`src/rtl/core/ipv4nat_pkg.sv`:
```
// Shared types, constants and checksum function for the IPv4 NAT rewriter.
// No dependencies; every other file of the block refers to this package.

package ipv4nat_pkg;

   // Fixed addresses and header codes
   localparam logic [31:0] GUEST_ADDR     = 32'hA9FE_6402;   // 169.254.100.2
   localparam logic [15:0] FRAG_OFS_MASK  = 16'h1FFF;
   localparam logic [15:0] ETHERTYPE_IPV4 = 16'h0800;
   localparam logic [7:0]  PROTO_TCP      = 8'd6;
   localparam logic [7:0]  PROTO_UDP      = 8'd17;

   // Queue between the classify and rewrite sides
   localparam int QUEUE_DEPTH = 2;
   localparam int QPTR_W      = (QUEUE_DEPTH > 1) ? $clog2(QUEUE_DEPTH) : 1;
   localparam int QCNT_W      = $clog2(QUEUE_DEPTH + 1);

   localparam int CSR_INDEX_W = 3;

   typedef enum logic [CSR_INDEX_W-1:0] {
      CSR_TRANSLATION_PRESENT = 3'd0,
      CSR_POOL_ADDRESS        = 3'd1,
      CSR_POOL_NETWORK        = 3'd2,
      CSR_SUBNET_MASK         = 3'd3,
      CSR_GATEWAY_ADDR        = 3'd4
   } csr_index_type;

   // What the rewrite side does with the L4 checksum
   typedef enum logic [1:0] {
      L4_KEEP       = 2'd0,
      L4_UPDATE     = 2'd1,
      L4_UPDATE_UDP = 2'd2   // zero result is sent as all ones
   } l4_mode_type;

   typedef struct packed {
      logic        translation_present;
      logic [31:0] pool_address;
      logic [31:0] pool_network;
      logic [31:0] subnet_mask;
      logic [31:0] gateway_addr;
   } cfg_type;

   // Classified packet, as held in the queue
   typedef struct packed {
      logic        drop;
      logic        act;
      logic        kind;
      l4_mode_type l4_mode;
      logic [31:0] from_addr;
      logic [31:0] to_addr;
      logic [31:0] src;
      logic [31:0] dst;
      logic [15:0] ipc;
      logic [15:0] l4c;
   } item_type;

   // Incremental ones'-complement update: HC' = ~(~HC + ~m + m')
   function automatic logic [15:0] csum_update(input logic [15:0] hc,
                                               input logic [31:0] from_addr,
                                               input logic [31:0] to_addr);
      logic [18:0] sum;
      logic [16:0] fold1;
      logic [15:0] fold2;
      sum = {3'b000, ~hc}
          + {3'b000, ~from_addr[31:16]}
          + {3'b000, ~from_addr[15:0]}
          + {3'b000, to_addr[31:16]}
          + {3'b000, to_addr[15:0]};
      fold1 = {1'b0, sum[15:0]} + {14'd0, sum[18:16]};
      fold2 = fold1[15:0] + {15'd0, fold1[16]};
      return ~fold2;
   endfunction

endpackage

```
`src/rtl/core/ipv4nat_if.sv`:
```
// Channel interfaces of the IPv4 NAT rewriter: request, response, register write.
// Depends on ipv4nat_pkg for the register index width.

interface ipv4nat_req_if;
   logic        valid;
   logic        ready;
   logic        kind;
   logic [15:0] ether_type;
   logic        header_complete;
   logic [15:0] fragment_word;
   logic [7:0]  ip_protocol;
   logic [15:0] ip_checksum;
   logic [31:0] source_address;
   logic [31:0] dest_address;
   logic [15:0] l4_checksum;
   logic        l4_checksum_present;

   modport source (output valid, kind, ether_type, header_complete, fragment_word,
                   ip_protocol, ip_checksum, source_address, dest_address,
                   l4_checksum, l4_checksum_present,
                   input ready);
   modport sink (input valid, kind, ether_type, header_complete, fragment_word,
                 ip_protocol, ip_checksum, source_address, dest_address,
                 l4_checksum, l4_checksum_present,
                 output ready);
endinterface

interface ipv4nat_rsp_if;
   logic        valid;
   logic        ready;
   logic        verdict;
   logic        rewritten;
   logic [31:0] new_source_address;
   logic [31:0] new_dest_address;
   logic [15:0] new_ip_checksum;
   logic [15:0] new_l4_checksum;

   modport source (output valid, verdict, rewritten, new_source_address,
                   new_dest_address, new_ip_checksum, new_l4_checksum,
                   input ready);
   modport sink (input valid, verdict, rewritten, new_source_address,
                 new_dest_address, new_ip_checksum, new_l4_checksum,
                 output ready);
endinterface

interface ipv4nat_csr_if;
   logic                                valid;
   logic                                ready;
   logic [ipv4nat_pkg::CSR_INDEX_W-1:0] index;
   logic [31:0]                         data;

   modport source (output valid, index, data, input ready);
   modport sink (input valid, index, data, output ready);
endinterface

```
`src/rtl/core/ipv4nat_front.sv`:
```
// Classify side: port registers and per-packet verdict / action decision.
// Depends on ipv4nat_pkg and ipv4nat_if.

module ipv4nat_front (
   input  logic                  clock,
   input  logic                  reset,
   ipv4nat_req_if.sink           req,
   ipv4nat_csr_if.sink           csr,
   input  logic                  queue_full,
   output logic                  push,
   output ipv4nat_pkg::item_type item
);

   ipv4nat_pkg::cfg_type cfg_ff, cfg_in;

   assign csr.ready = 1'b1;

   always_comb begin
      cfg_in = cfg_ff;
      if (csr.valid) begin
         unique case (csr.index)
            ipv4nat_pkg::CSR_TRANSLATION_PRESENT: cfg_in.translation_present = csr.data[0];
            ipv4nat_pkg::CSR_POOL_ADDRESS:        cfg_in.pool_address        = csr.data;
            ipv4nat_pkg::CSR_POOL_NETWORK:        cfg_in.pool_network        = csr.data;
            ipv4nat_pkg::CSR_SUBNET_MASK:         cfg_in.subnet_mask         = csr.data;
            ipv4nat_pkg::CSR_GATEWAY_ADDR:        cfg_in.gateway_addr        = csr.data;
            default: ;
         endcase
      end
   end

   always_ff @(posedge clock) begin
      if (reset) begin
         cfg_ff <= '0;
      end else begin
         cfg_ff <= cfg_in;
      end
   end

   assign req.ready = !queue_full;
   assign push      = req.valid && !queue_full;

   logic is_ipv4;
   logic isolated;
   logic first_frag;

   always_comb begin
      is_ipv4    = (req.ether_type == ipv4nat_pkg::ETHERTYPE_IPV4) && req.header_complete;
      isolated   = (cfg_ff.subnet_mask != 32'd0)
                && ((req.dest_address & cfg_ff.subnet_mask) == cfg_ff.pool_network)
                && (req.dest_address != cfg_ff.pool_address)
                && (req.dest_address != cfg_ff.gateway_addr);
      first_frag = (req.fragment_word & ipv4nat_pkg::FRAG_OFS_MASK) == 16'd0;

      item           = '0;
      item.kind      = req.kind;
      item.src       = req.source_address;
      item.dst       = req.dest_address;
      item.ipc       = req.ip_checksum;
      item.l4c       = req.l4_checksum;
      item.l4_mode   = ipv4nat_pkg::L4_KEEP;

      if (is_ipv4) begin
         if (!req.kind) begin
            if (req.source_address != ipv4nat_pkg::GUEST_ADDR || !cfg_ff.translation_present) begin
               item.drop = 1'b1;
            end else if (isolated) begin
               item.drop = 1'b1;
            end else begin
               item.act       = 1'b1;
               item.from_addr = req.source_address;
               item.to_addr   = cfg_ff.pool_address;
            end
         end else if (cfg_ff.translation_present && req.dest_address == cfg_ff.pool_address) begin
            item.act       = 1'b1;
            item.from_addr = req.dest_address;
            item.to_addr   = ipv4nat_pkg::GUEST_ADDR;
         end
      end

      if (item.act && first_frag) begin
         if (req.ip_protocol == ipv4nat_pkg::PROTO_TCP) begin
            if (!req.l4_checksum_present) begin
               item.drop = 1'b1;
            end else begin
               item.l4_mode = ipv4nat_pkg::L4_UPDATE;
            end
         end else if (req.ip_protocol == ipv4nat_pkg::PROTO_UDP) begin
            if (!req.l4_checksum_present) begin
               item.drop = 1'b1;
            end else if (req.l4_checksum != 16'd0) begin
               item.l4_mode = ipv4nat_pkg::L4_UPDATE_UDP;
            end
         end
      end
   end

endmodule

```
`src/rtl/core/ipv4nat_queue.sv`:
```
// Short register queue between the classify and rewrite sides.
// Depends on ipv4nat_pkg for the item type and depth.

module ipv4nat_queue (
   input  logic                  clock,
   input  logic                  reset,
   input  logic                  push,
   input  ipv4nat_pkg::item_type push_item,
   output logic                  full,
   input  logic                  pop,
   output logic                  head_valid,
   output ipv4nat_pkg::item_type head_item
);

   ipv4nat_pkg::item_type                entry_ff [ipv4nat_pkg::QUEUE_DEPTH];
   logic [ipv4nat_pkg::QPTR_W-1:0]       wr_ptr_ff, wr_ptr_in;
   logic [ipv4nat_pkg::QPTR_W-1:0]       rd_ptr_ff, rd_ptr_in;
   logic [ipv4nat_pkg::QCNT_W-1:0]       count_ff, count_in;

   localparam logic [ipv4nat_pkg::QPTR_W-1:0] LAST_PTR =
      ipv4nat_pkg::QPTR_W'(ipv4nat_pkg::QUEUE_DEPTH - 1);
   localparam logic [ipv4nat_pkg::QCNT_W-1:0] FULL_COUNT =
      ipv4nat_pkg::QCNT_W'(ipv4nat_pkg::QUEUE_DEPTH);

   assign full       = (count_ff == FULL_COUNT);
   assign head_valid = (count_ff != '0);
   assign head_item  = entry_ff[rd_ptr_ff];

   always_comb begin
      wr_ptr_in = wr_ptr_ff;
      rd_ptr_in = rd_ptr_ff;
      count_in  = count_ff;
      if (push) begin
         wr_ptr_in = (wr_ptr_ff == LAST_PTR) ? '0 : wr_ptr_ff + 1'b1;
      end
      if (pop) begin
         rd_ptr_in = (rd_ptr_ff == LAST_PTR) ? '0 : rd_ptr_ff + 1'b1;
      end
      if (push && !pop) begin
         count_in = count_ff + 1'b1;
      end else if (pop && !push) begin
         count_in = count_ff - 1'b1;
      end
   end

   always_ff @(posedge clock) begin
      if (reset) begin
         wr_ptr_ff <= '0;
         rd_ptr_ff <= '0;
         count_ff  <= '0;
      end else begin
         wr_ptr_ff <= wr_ptr_in;
         rd_ptr_ff <= rd_ptr_in;
         count_ff  <= count_in;
      end
   end

   always_ff @(posedge clock) begin
      if (push) begin
         entry_ff[wr_ptr_ff] <= push_item;
      end
   end

endmodule

```
`src/rtl/core/ipv4nat_back.sv`:
```
// Rewrite side: incremental checksum update and registered response stage.
// Depends on ipv4nat_pkg and ipv4nat_if.

module ipv4nat_back (
   input  logic                  clock,
   input  logic                  reset,
   input  logic                  head_valid,
   input  ipv4nat_pkg::item_type head_item,
   output logic                  pop,
   ipv4nat_rsp_if.source         rsp
);

   logic        rsp_valid_ff, rsp_valid_in;
   logic        verdict_ff, verdict_in;
   logic        rewritten_ff, rewritten_in;
   logic [31:0] nsrc_ff, nsrc_in;
   logic [31:0] ndst_ff, ndst_in;
   logic [15:0] nipc_ff, nipc_in;
   logic [15:0] nl4_ff, nl4_in;

   logic [15:0] ip_upd;
   logic [15:0] l4_upd;
   logic        done;

   // Output register frees whenever it is empty or being taken
   assign pop = head_valid && (!rsp_valid_ff || rsp.ready);

   always_comb begin
      ip_upd = ipv4nat_pkg::csum_update(head_item.ipc, head_item.from_addr, head_item.to_addr);
      l4_upd = ipv4nat_pkg::csum_update(head_item.l4c, head_item.from_addr, head_item.to_addr);
      done   = head_item.act && !head_item.drop;

      verdict_in   = head_item.drop;
      rewritten_in = done;
      nsrc_in      = head_item.src;
      ndst_in      = head_item.dst;
      nipc_in      = head_item.ipc;
      nl4_in       = head_item.l4c;
      if (done) begin
         nipc_in = ip_upd;
         if (head_item.kind) begin
            ndst_in = head_item.to_addr;
         end else begin
            nsrc_in = head_item.to_addr;
         end
         case (head_item.l4_mode)
            ipv4nat_pkg::L4_UPDATE:     nl4_in = l4_upd;
            ipv4nat_pkg::L4_UPDATE_UDP: nl4_in = (l4_upd == 16'd0) ? 16'hFFFF : l4_upd;
            default:                    nl4_in = head_item.l4c;
         endcase
      end

      rsp_valid_in = rsp_valid_ff;
      if (pop) begin
         rsp_valid_in = 1'b1;
      end else if (rsp.ready) begin
         rsp_valid_in = 1'b0;
      end
   end

   always_ff @(posedge clock) begin
      if (reset) begin
         rsp_valid_ff <= 1'b0;
      end else begin
         rsp_valid_ff <= rsp_valid_in;
      end
   end

   always_ff @(posedge clock) begin
      if (pop) begin
         verdict_ff   <= verdict_in;
         rewritten_ff <= rewritten_in;
         nsrc_ff      <= nsrc_in;
         ndst_ff      <= ndst_in;
         nipc_ff      <= nipc_in;
         nl4_ff       <= nl4_in;
      end
   end

   assign rsp.valid              = rsp_valid_ff;
   assign rsp.verdict            = verdict_ff;
   assign rsp.rewritten          = rewritten_ff;
   assign rsp.new_source_address = nsrc_ff;
   assign rsp.new_dest_address   = ndst_ff;
   assign rsp.new_ip_checksum    = nipc_ff;
   assign rsp.new_l4_checksum    = nl4_ff;

endmodule

```
`src/rtl/core/ipv4_address_nat_rewriter_core.sv`:
```
// Top level of the IPv4 NAT rewriter: classify side, queue and rewrite side.
// Depends on ipv4nat_pkg, ipv4nat_if, ipv4nat_front, ipv4nat_queue, ipv4nat_back.

// One parsed IPv4 header goes in per transfer on req_bus and exactly one verdict
// comes out per transfer on rsp_bus, in order. Sustained rate is one packet per
// clock while rsp_bus is ready; a request is written into the queue and is then
// moved into the output register, from which it is offered on rsp_bus.
// A packet that is not IPv4 or has a short header passes untouched.
// Ingress (kind 0) drops a source other than the guest address, drops when no
// translation is configured, drops pool-subnet destinations other than the pool
// address or gateway (unless the mask is zero), and otherwise rewrites the
// source to the pool address. Egress (kind 1) rewrites a destination equal to
// the pool address back to the guest address. The IP checksum gets the
// incremental update; on first fragments the TCP checksum, and a nonzero UDP
// checksum, are updated too. Dropped or untouched packets echo their fields.
// Port registers are written over csr_bus, which is always ready; write them
// only while no packet is in flight.

module ipv4_address_nat_rewriter_core (
   input  logic          clock,
   input  logic          reset,
   ipv4nat_req_if.sink   req_bus,
   ipv4nat_rsp_if.source rsp_bus,
   ipv4nat_csr_if.sink   csr_bus
);

   // Classify side to queue
   logic                  push;
   logic                  queue_full;
   ipv4nat_pkg::item_type push_item;

   // Queue to rewrite side
   logic                  pop;
   logic                  head_valid;
   ipv4nat_pkg::item_type head_item;

   // Decision is made combinationally on the request and captured in the queue,
   // so the request side only stalls once the queue is full.
   ipv4nat_front u_front (
      .clock      (clock),
      .reset      (reset),
      .req        (req_bus),
      .csr        (csr_bus),
      .queue_full (queue_full),
      .push       (push),
      .item       (push_item)
   );

   // Two entries: enough for full rate while the response stage is not stalled
   ipv4nat_queue u_queue (
      .clock      (clock),
      .reset      (reset),
      .push       (push),
      .push_item  (push_item),
      .full       (queue_full),
      .pop        (pop),
      .head_valid (head_valid),
      .head_item  (head_item)
   );

   // Checksum adders sit between queue head and the response register
   ipv4nat_back u_back (
      .clock      (clock),
      .reset      (reset),
      .head_valid (head_valid),
      .head_item  (head_item),
      .pop        (pop),
      .rsp        (rsp_bus)
   );

endmodule
```
`src/flat_wrapper.sv`:
```
// flat-port wrapper written by rule: the top's interface ports become plain ports
module ipv4_address_nat_rewriter_core_flat 
  (clock, reset, req_bus_valid, req_bus_kind, req_bus_ether_type, req_bus_header_complete, req_bus_fragment_word, req_bus_ip_protocol, req_bus_ip_checksum, req_bus_source_address, req_bus_dest_address, req_bus_l4_checksum, req_bus_l4_checksum_present, req_bus_ready, rsp_bus_valid, rsp_bus_verdict, rsp_bus_rewritten, rsp_bus_new_source_address, rsp_bus_new_dest_address, rsp_bus_new_ip_checksum, rsp_bus_new_l4_checksum, rsp_bus_ready, csr_bus_valid, csr_bus_index, csr_bus_data, csr_bus_ready);
  ipv4nat_req_if req_bus_i ();
  ipv4nat_rsp_if rsp_bus_i ();
  ipv4nat_csr_if csr_bus_i ();
  input  logic clock;
  input  logic reset;
  input wire logic [$bits(req_bus_i.valid)-1:0] req_bus_valid;
  input wire logic [$bits(req_bus_i.kind)-1:0] req_bus_kind;
  input wire logic [$bits(req_bus_i.ether_type)-1:0] req_bus_ether_type;
  input wire logic [$bits(req_bus_i.header_complete)-1:0] req_bus_header_complete;
  input wire logic [$bits(req_bus_i.fragment_word)-1:0] req_bus_fragment_word;
  input wire logic [$bits(req_bus_i.ip_protocol)-1:0] req_bus_ip_protocol;
  input wire logic [$bits(req_bus_i.ip_checksum)-1:0] req_bus_ip_checksum;
  input wire logic [$bits(req_bus_i.source_address)-1:0] req_bus_source_address;
  input wire logic [$bits(req_bus_i.dest_address)-1:0] req_bus_dest_address;
  input wire logic [$bits(req_bus_i.l4_checksum)-1:0] req_bus_l4_checksum;
  input wire logic [$bits(req_bus_i.l4_checksum_present)-1:0] req_bus_l4_checksum_present;
  output wire logic [$bits(req_bus_i.ready)-1:0] req_bus_ready;
  output wire logic [$bits(rsp_bus_i.valid)-1:0] rsp_bus_valid;
  output wire logic [$bits(rsp_bus_i.verdict)-1:0] rsp_bus_verdict;
  output wire logic [$bits(rsp_bus_i.rewritten)-1:0] rsp_bus_rewritten;
  output wire logic [$bits(rsp_bus_i.new_source_address)-1:0] rsp_bus_new_source_address;
  output wire logic [$bits(rsp_bus_i.new_dest_address)-1:0] rsp_bus_new_dest_address;
  output wire logic [$bits(rsp_bus_i.new_ip_checksum)-1:0] rsp_bus_new_ip_checksum;
  output wire logic [$bits(rsp_bus_i.new_l4_checksum)-1:0] rsp_bus_new_l4_checksum;
  input wire logic [$bits(rsp_bus_i.ready)-1:0] rsp_bus_ready;
  input wire logic [$bits(csr_bus_i.valid)-1:0] csr_bus_valid;
  input wire logic [$bits(csr_bus_i.index)-1:0] csr_bus_index;
  input wire logic [$bits(csr_bus_i.data)-1:0] csr_bus_data;
  output wire logic [$bits(csr_bus_i.ready)-1:0] csr_bus_ready;
  assign req_bus_i.valid = req_bus_valid;
  assign req_bus_i.kind = req_bus_kind;
  assign req_bus_i.ether_type = req_bus_ether_type;
  assign req_bus_i.header_complete = req_bus_header_complete;
  assign req_bus_i.fragment_word = req_bus_fragment_word;
  assign req_bus_i.ip_protocol = req_bus_ip_protocol;
  assign req_bus_i.ip_checksum = req_bus_ip_checksum;
  assign req_bus_i.source_address = req_bus_source_address;
  assign req_bus_i.dest_address = req_bus_dest_address;
  assign req_bus_i.l4_checksum = req_bus_l4_checksum;
  assign req_bus_i.l4_checksum_present = req_bus_l4_checksum_present;
  assign req_bus_ready = req_bus_i.ready;
  assign rsp_bus_valid = rsp_bus_i.valid;
  assign rsp_bus_verdict = rsp_bus_i.verdict;
  assign rsp_bus_rewritten = rsp_bus_i.rewritten;
  assign rsp_bus_new_source_address = rsp_bus_i.new_source_address;
  assign rsp_bus_new_dest_address = rsp_bus_i.new_dest_address;
  assign rsp_bus_new_ip_checksum = rsp_bus_i.new_ip_checksum;
  assign rsp_bus_new_l4_checksum = rsp_bus_i.new_l4_checksum;
  assign rsp_bus_i.ready = rsp_bus_ready;
  assign csr_bus_i.valid = csr_bus_valid;
  assign csr_bus_i.index = csr_bus_index;
  assign csr_bus_i.data = csr_bus_data;
  assign csr_bus_ready = csr_bus_i.ready;
  ipv4_address_nat_rewriter_core u_core (.clock(clock), .reset(reset), .req_bus(req_bus_i), .rsp_bus(rsp_bus_i), .csr_bus(csr_bus_i));
endmodule
```
`config.mk`:
```
export PLATFORM = sky130hd
export DESIGN_NAME = ipv4_address_nat_rewriter_core_flat
export DESIGN_NICKNAME = d
export VERILOG_FILES = /design/src/rtl/core/ipv4nat_pkg.sv /design/src/rtl/core/ipv4nat_if.sv /design/src/rtl/core/ipv4nat_front.sv /design/src/rtl/core/ipv4nat_queue.sv /design/src/rtl/core/ipv4nat_back.sv /design/src/rtl/core/ipv4_address_nat_rewriter_core.sv /design/src/flat_wrapper.sv
export SDC_FILE = /design/constraint.sdc
export NUM_CORES = 1
export LEC_CHECK = 0
export ABC_AREA = 1
export BUFFER_PORTS_ARGS = -buffer_cell sky130_fd_sc_hd__buf_2
export CORE_MARGIN = 2
export CORE_UTILIZATION = 50
export DETAILED_ROUTE_END_ITERATION = 8
export PLACE_DENSITY = 0.71
export SLEW_MARGIN = 0
export SYNTH_ARGS = -nofsm -noshare
export SYNTH_HDL_FRONTEND = slang
export SYNTH_SLANG_ARGS = --single-unit
export TNS_END_PERCENT = 10
```
`constraint.sdc`:
```
create_clock -name clock -period 8.6 [get_ports clock]
set_input_delay 1.29 -clock clock [delete_from_list [all_inputs] [get_ports clock]]
set_output_delay 1.29 -clock clock [all_outputs]
set_load 0.02 [all_outputs]
```
==> results by group <==
Die
  • Core region area: 56500 µm²
  • Die area: 59200 µm²
  • Top-Level Pins: 280
  • Die Span X: 243 µm
  • Initial Util: 50.7%
  • Die height: 243 µm
  • Num rows: 87

Clock tree
  • Clock root buffer: sky130_fd_sc_hd__clkbuf_16
  • Num CTS Buffers: 59
  • Clock-pin slew on the worst setup and hold paths: 60 ps
  • Deepest level of the CTS H-tree: 2
  • Maximum buffer depth of the clock tree: 3
  • Insertion delay to the later sink of the worst-skew pair: 630 ps
  • Clock sink total: 563
  • TritonCTS clock tree: done

Setup path
  • Slowest library cell on the worst path: sky130_fd_sc_hd__fa_1
  • Maximum fanout along the worst path: 16
  • Startpoint type of the worst setup path: flip-flop
  • WS Path Type: flip-flop to flip-flop
  • Data required time at the worst endpoint: 9090 ps
  • Dominant cell type by count on the critical path: sky130_fd_sc_hd__nand2_1
  • Endpoint type of the worst setup path: flip-flop
  • Critical Path Max Stage Delay: 540 ps
  • Critical path data arrival time: 8670 ps

Routing
  • Vias per cell: 5.50
  • Drt wl/cell: 20.8 µm
  • Final wirelength: 87000 µm
  • Detailed-routing iteration count for the pre-antenna-repair pass: 6
  • First DRT Iteration DRCs: 2351
  • Routed Antenna Nets: 0
  • Via count of the routed design: 23000
  • Number of remaining DRC errors: 0

STA
  • Max frequency: 122 MHz
  • Final cycle utilization of the critical path: 95.1%
  • Number of endpoints failing setup at the final stage: 0
  • Max-Slew Margin vs Limit: 15.2%
  • Post-route minimum period: 8180 ps
  • Max Slew Vio Count: 0
  • Transition time at the pin with the least slew margin: 1270 ps
  • Number of hold-slack violations in the final timing report: 0
  • Fin Clk Skew: 19.1 ps

Hold path
  • Worst hold-check path type: flip-flop to flip-flop

Synthesis
  • Syn_nets: 3280
  • Number of enable flip-flop cells after synthesis: 428
  • Syn. warnings: 0
  • Number of library cell types mapped by synthesis: 50
  • Top flip-flop cell by instance count after synthesis: sky130_fd_sc_hd__edfxtp_1
  • Post-Synthesis Cell Area: 28600 µm²
  • Portion of the post-synthesis area used by sequential elements: 54.3%
  • Average cell area after synthesis: 9.69 µm²
  • Number of storage elements in the synthesis netlist: 563
  • Share of flip-flops with an asynchronous set or reset after synthesis: 0%
  • Post-Syn Instances: 2954

Flow run
  • Maximum Capacitance Violations: 0

Global route
  • Total congestion overflow: 0
  • Maximum number of pins on one net before global-route repair: 167
  • Combined global-route utilization of all metal layers: 28.4%
  • Via count of the first global-routing pass: 22300
  • Number of antenna violations at the first check in global routing: 5
  • First-pass GRT wire length: 128000 µm

Placed design
  • Final weighted congestion in routability-driven placement: 0.933
  • IO Port Bufs: 275
  • Post-DP HPWL: 62200 µm
  • Post-placement cell area: 32100 µm²

Finish
  • Final std cell area, no fill: 34500 µm²
  • Most common library cell in the layout ignoring fill and taps: sky130_fd_sc_hd__nand2_1
  • Fraction of final layout cells sized beyond drive strength 1: 22.0%
  • Synthesis-to-finish area growth: 20.4%
  • Most frequent cells in the layout: sky130_fd_sc_hd__nand2_1 (805), sky130_fd_sc_hd__edfxtp_1 (428), sky130_fd_sc_hd__buf_2 (274)
  • Post-layout net count: 3707
  • Fill cell count: 4645

Status
  • Run status: finished, final reports clean
==> area by class of cell <==
| type | instances | area (µm²) | share of cell area [%] |
|---|---|---|---|
| clock inverters | 29 | 201 | 0.584 |
| well taps | 756 | 946 | 2.74 |
| inverters | 296 | 1120 | 3.24 |
| diodes | 4 | 10.0 | 0.0290 |
| repair buffers | 483 | 3160 | 9.15 |
| clock buffers | 79 | 1650 | 4.77 |
| multi-input cells | 1978 | 11800 | 34.4 |
| flip-flops and latches | 563 | 15600 | 45.1 |
==> cells by family (layout without fill, tap and decap cells) <==
kind of cell    after synthesis  after routing  synth area share, %
fa+ha+maj                   147            147                 8.94
other cells                   1              5               0.0131
simple gates               1333           1334                 20.0
xor+xnor                     90             90                 2.75
flops                       563            563                 54.3
mux                          27             27                0.944
compound gates              379            379                 7.50
buf+inv                     414            887                 5.48
==> synth_stat cells, types with 8 or more instances <==
master | n | area (µm²)
sky130_fd_sc_hd__nand2_1 | 811 | 3040
sky130_fd_sc_hd__or2_2 | 46 | 288
sky130_fd_sc_hd__nand2_2 | 19 | 119
sky130_fd_sc_hd__nand4_1 | 67 | 419
sky130_fd_sc_hd__dfxtp_1 | 135 | 2700
sky130_fd_sc_hd__a211oi_1 | 29 | 218
sky130_fd_sc_hd__o21ai_0 | 80 | 400
sky130_fd_sc_hd__edfxtp_1 | 428 | 12900
sky130_fd_sc_hd__nor2_2 | 8 | 50.1
sky130_fd_sc_hd__inv_2 | 20 | 75.1
sky130_fd_sc_hd__nand3_1 | 88 | 440
sky130_fd_sc_hd__nor2_1 | 214 | 803
sky130_fd_sc_hd__a31oi_1 | 66 | 413
sky130_fd_sc_hd__a21oi_1 | 166 | 831
sky130_fd_sc_hd__ha_1 | 51 | 638
sky130_fd_sc_hd__fa_1 | 96 | 1920
sky130_fd_sc_hd__nand3_2 | 13 | 130
sky130_fd_sc_hd__inv_1 | 276 | 1040
sky130_fd_sc_hd__nor3_1 | 20 | 100
sky130_fd_sc_hd__nor4_1 | 30 | 188
sky130_fd_sc_hd__xor2_1 | 36 | 315
sky130_fd_sc_hd__mux2i_1 | 27 | 270
sky130_fd_sc_hd__xnor2_1 | 54 | 473
sky130_fd_sc_hd__clkbuf_1 | 111 | 417
==> routing by layer <==
layer / global-route usage (%) / share of wire, % / routed length, µm
met1: 37.4 / 40 / 34400
met2: 47.0 / 48 / 41700
met3: 4.22 / 7.7 / 6670
met4: 12.5 / 4.8 / 4210
met5: 0 / 0.013 / 11
==> per-stage QoR <==
stage / hold WS [ps] / setup WS, ps / cells / TNS (ps) / util, %
5_1_grt: 489 / -51.3 / 4185 / -331 / 61.0
3_5_place_dp: 469 / -172 / 4061 / -2240 / 56.8
6_report: 475 / 424 / 4188 / 0 / 61.0
3_3_place_gp: 458 / 87.9 / 4061 / 0 / 56.8
4_1_cts: 477 / 20.9 / 4170 / 0 / 60.1
2_1_floorplan: 450 / -329 / 2954 / -54230 / -
==> sequential cells by signal (all words and copies together) (netlist names), named ones only <==
name and count:
u_core.u_queue.entry_ff 330, u_core.u_queue.rd_ptr_ff 1, u_core.u_back.rsp.rewritten 1, u_core.u_back.rsp.new_source_address 32
u_core.u_front.cfg_ff 129, u_core.u_back.rsp.verdict 1, u_core.u_queue.wr_ptr_ff 1, u_core.u_back.rsp.new_dest_address 32
u_core.u_queue.count_ff 2, u_core.u_back.rsp.new_l4_checksum 16, u_core.u_back.rsp.new_ip_checksum 16, u_core.u_back.rsp.valid 1
==> path summary, 6_finish.rpt <==
path	start	to	slack, ps	cells after the start
hold / removal	u_core.u_front.cfg_ff[39]$_SDFFE_PP0P_	u_core.u_front.cfg_ff[39]$_SDFFE_PP0P_	470	2
hold reg to reg	u_core.u_front.cfg_ff[39]$_SDFFE_PP0P_	u_core.u_front.cfg_ff[39]$_SDFFE_PP0P_	470	2
setup reg to reg	flip-flop	u_core.u_back.rsp.new_l4_checksum[15]$_DFFE_PP_	420	55
setup / recovery	flip-flop	u_core.u_back.rsp.new_l4_checksum[15]$_DFFE_PP_	420	55
==> worst max-delay path, delay by kind of cell (launching register included) <==
| family | cells | cell delay, ps |
|---|---|---|
| flops | 1 | 420 |
| xor+xnor | 1 | 220 |
| buf+inv | 12 | 950 |
| compound gates | 3 | 480 |
| simple gates | 32 | 3390 |
| fa+ha+maj | 7 | 2540 |
==> what timing repair did <==
action / CTS / global route
pin swaps: 3 / 31
resized for setup: 6 / 98
endpoints found under the setup margin: 16 / 25
gates cloned: 1 / 5
hold buffers: 0 / 0
endpoints found under the hold margin: 0 / 0
setup buffers: 0 / 9
Power is left out: the tool's default activity adds up to more than one toggle a clock period on the data nets, which glitch-free logic cannot reach.
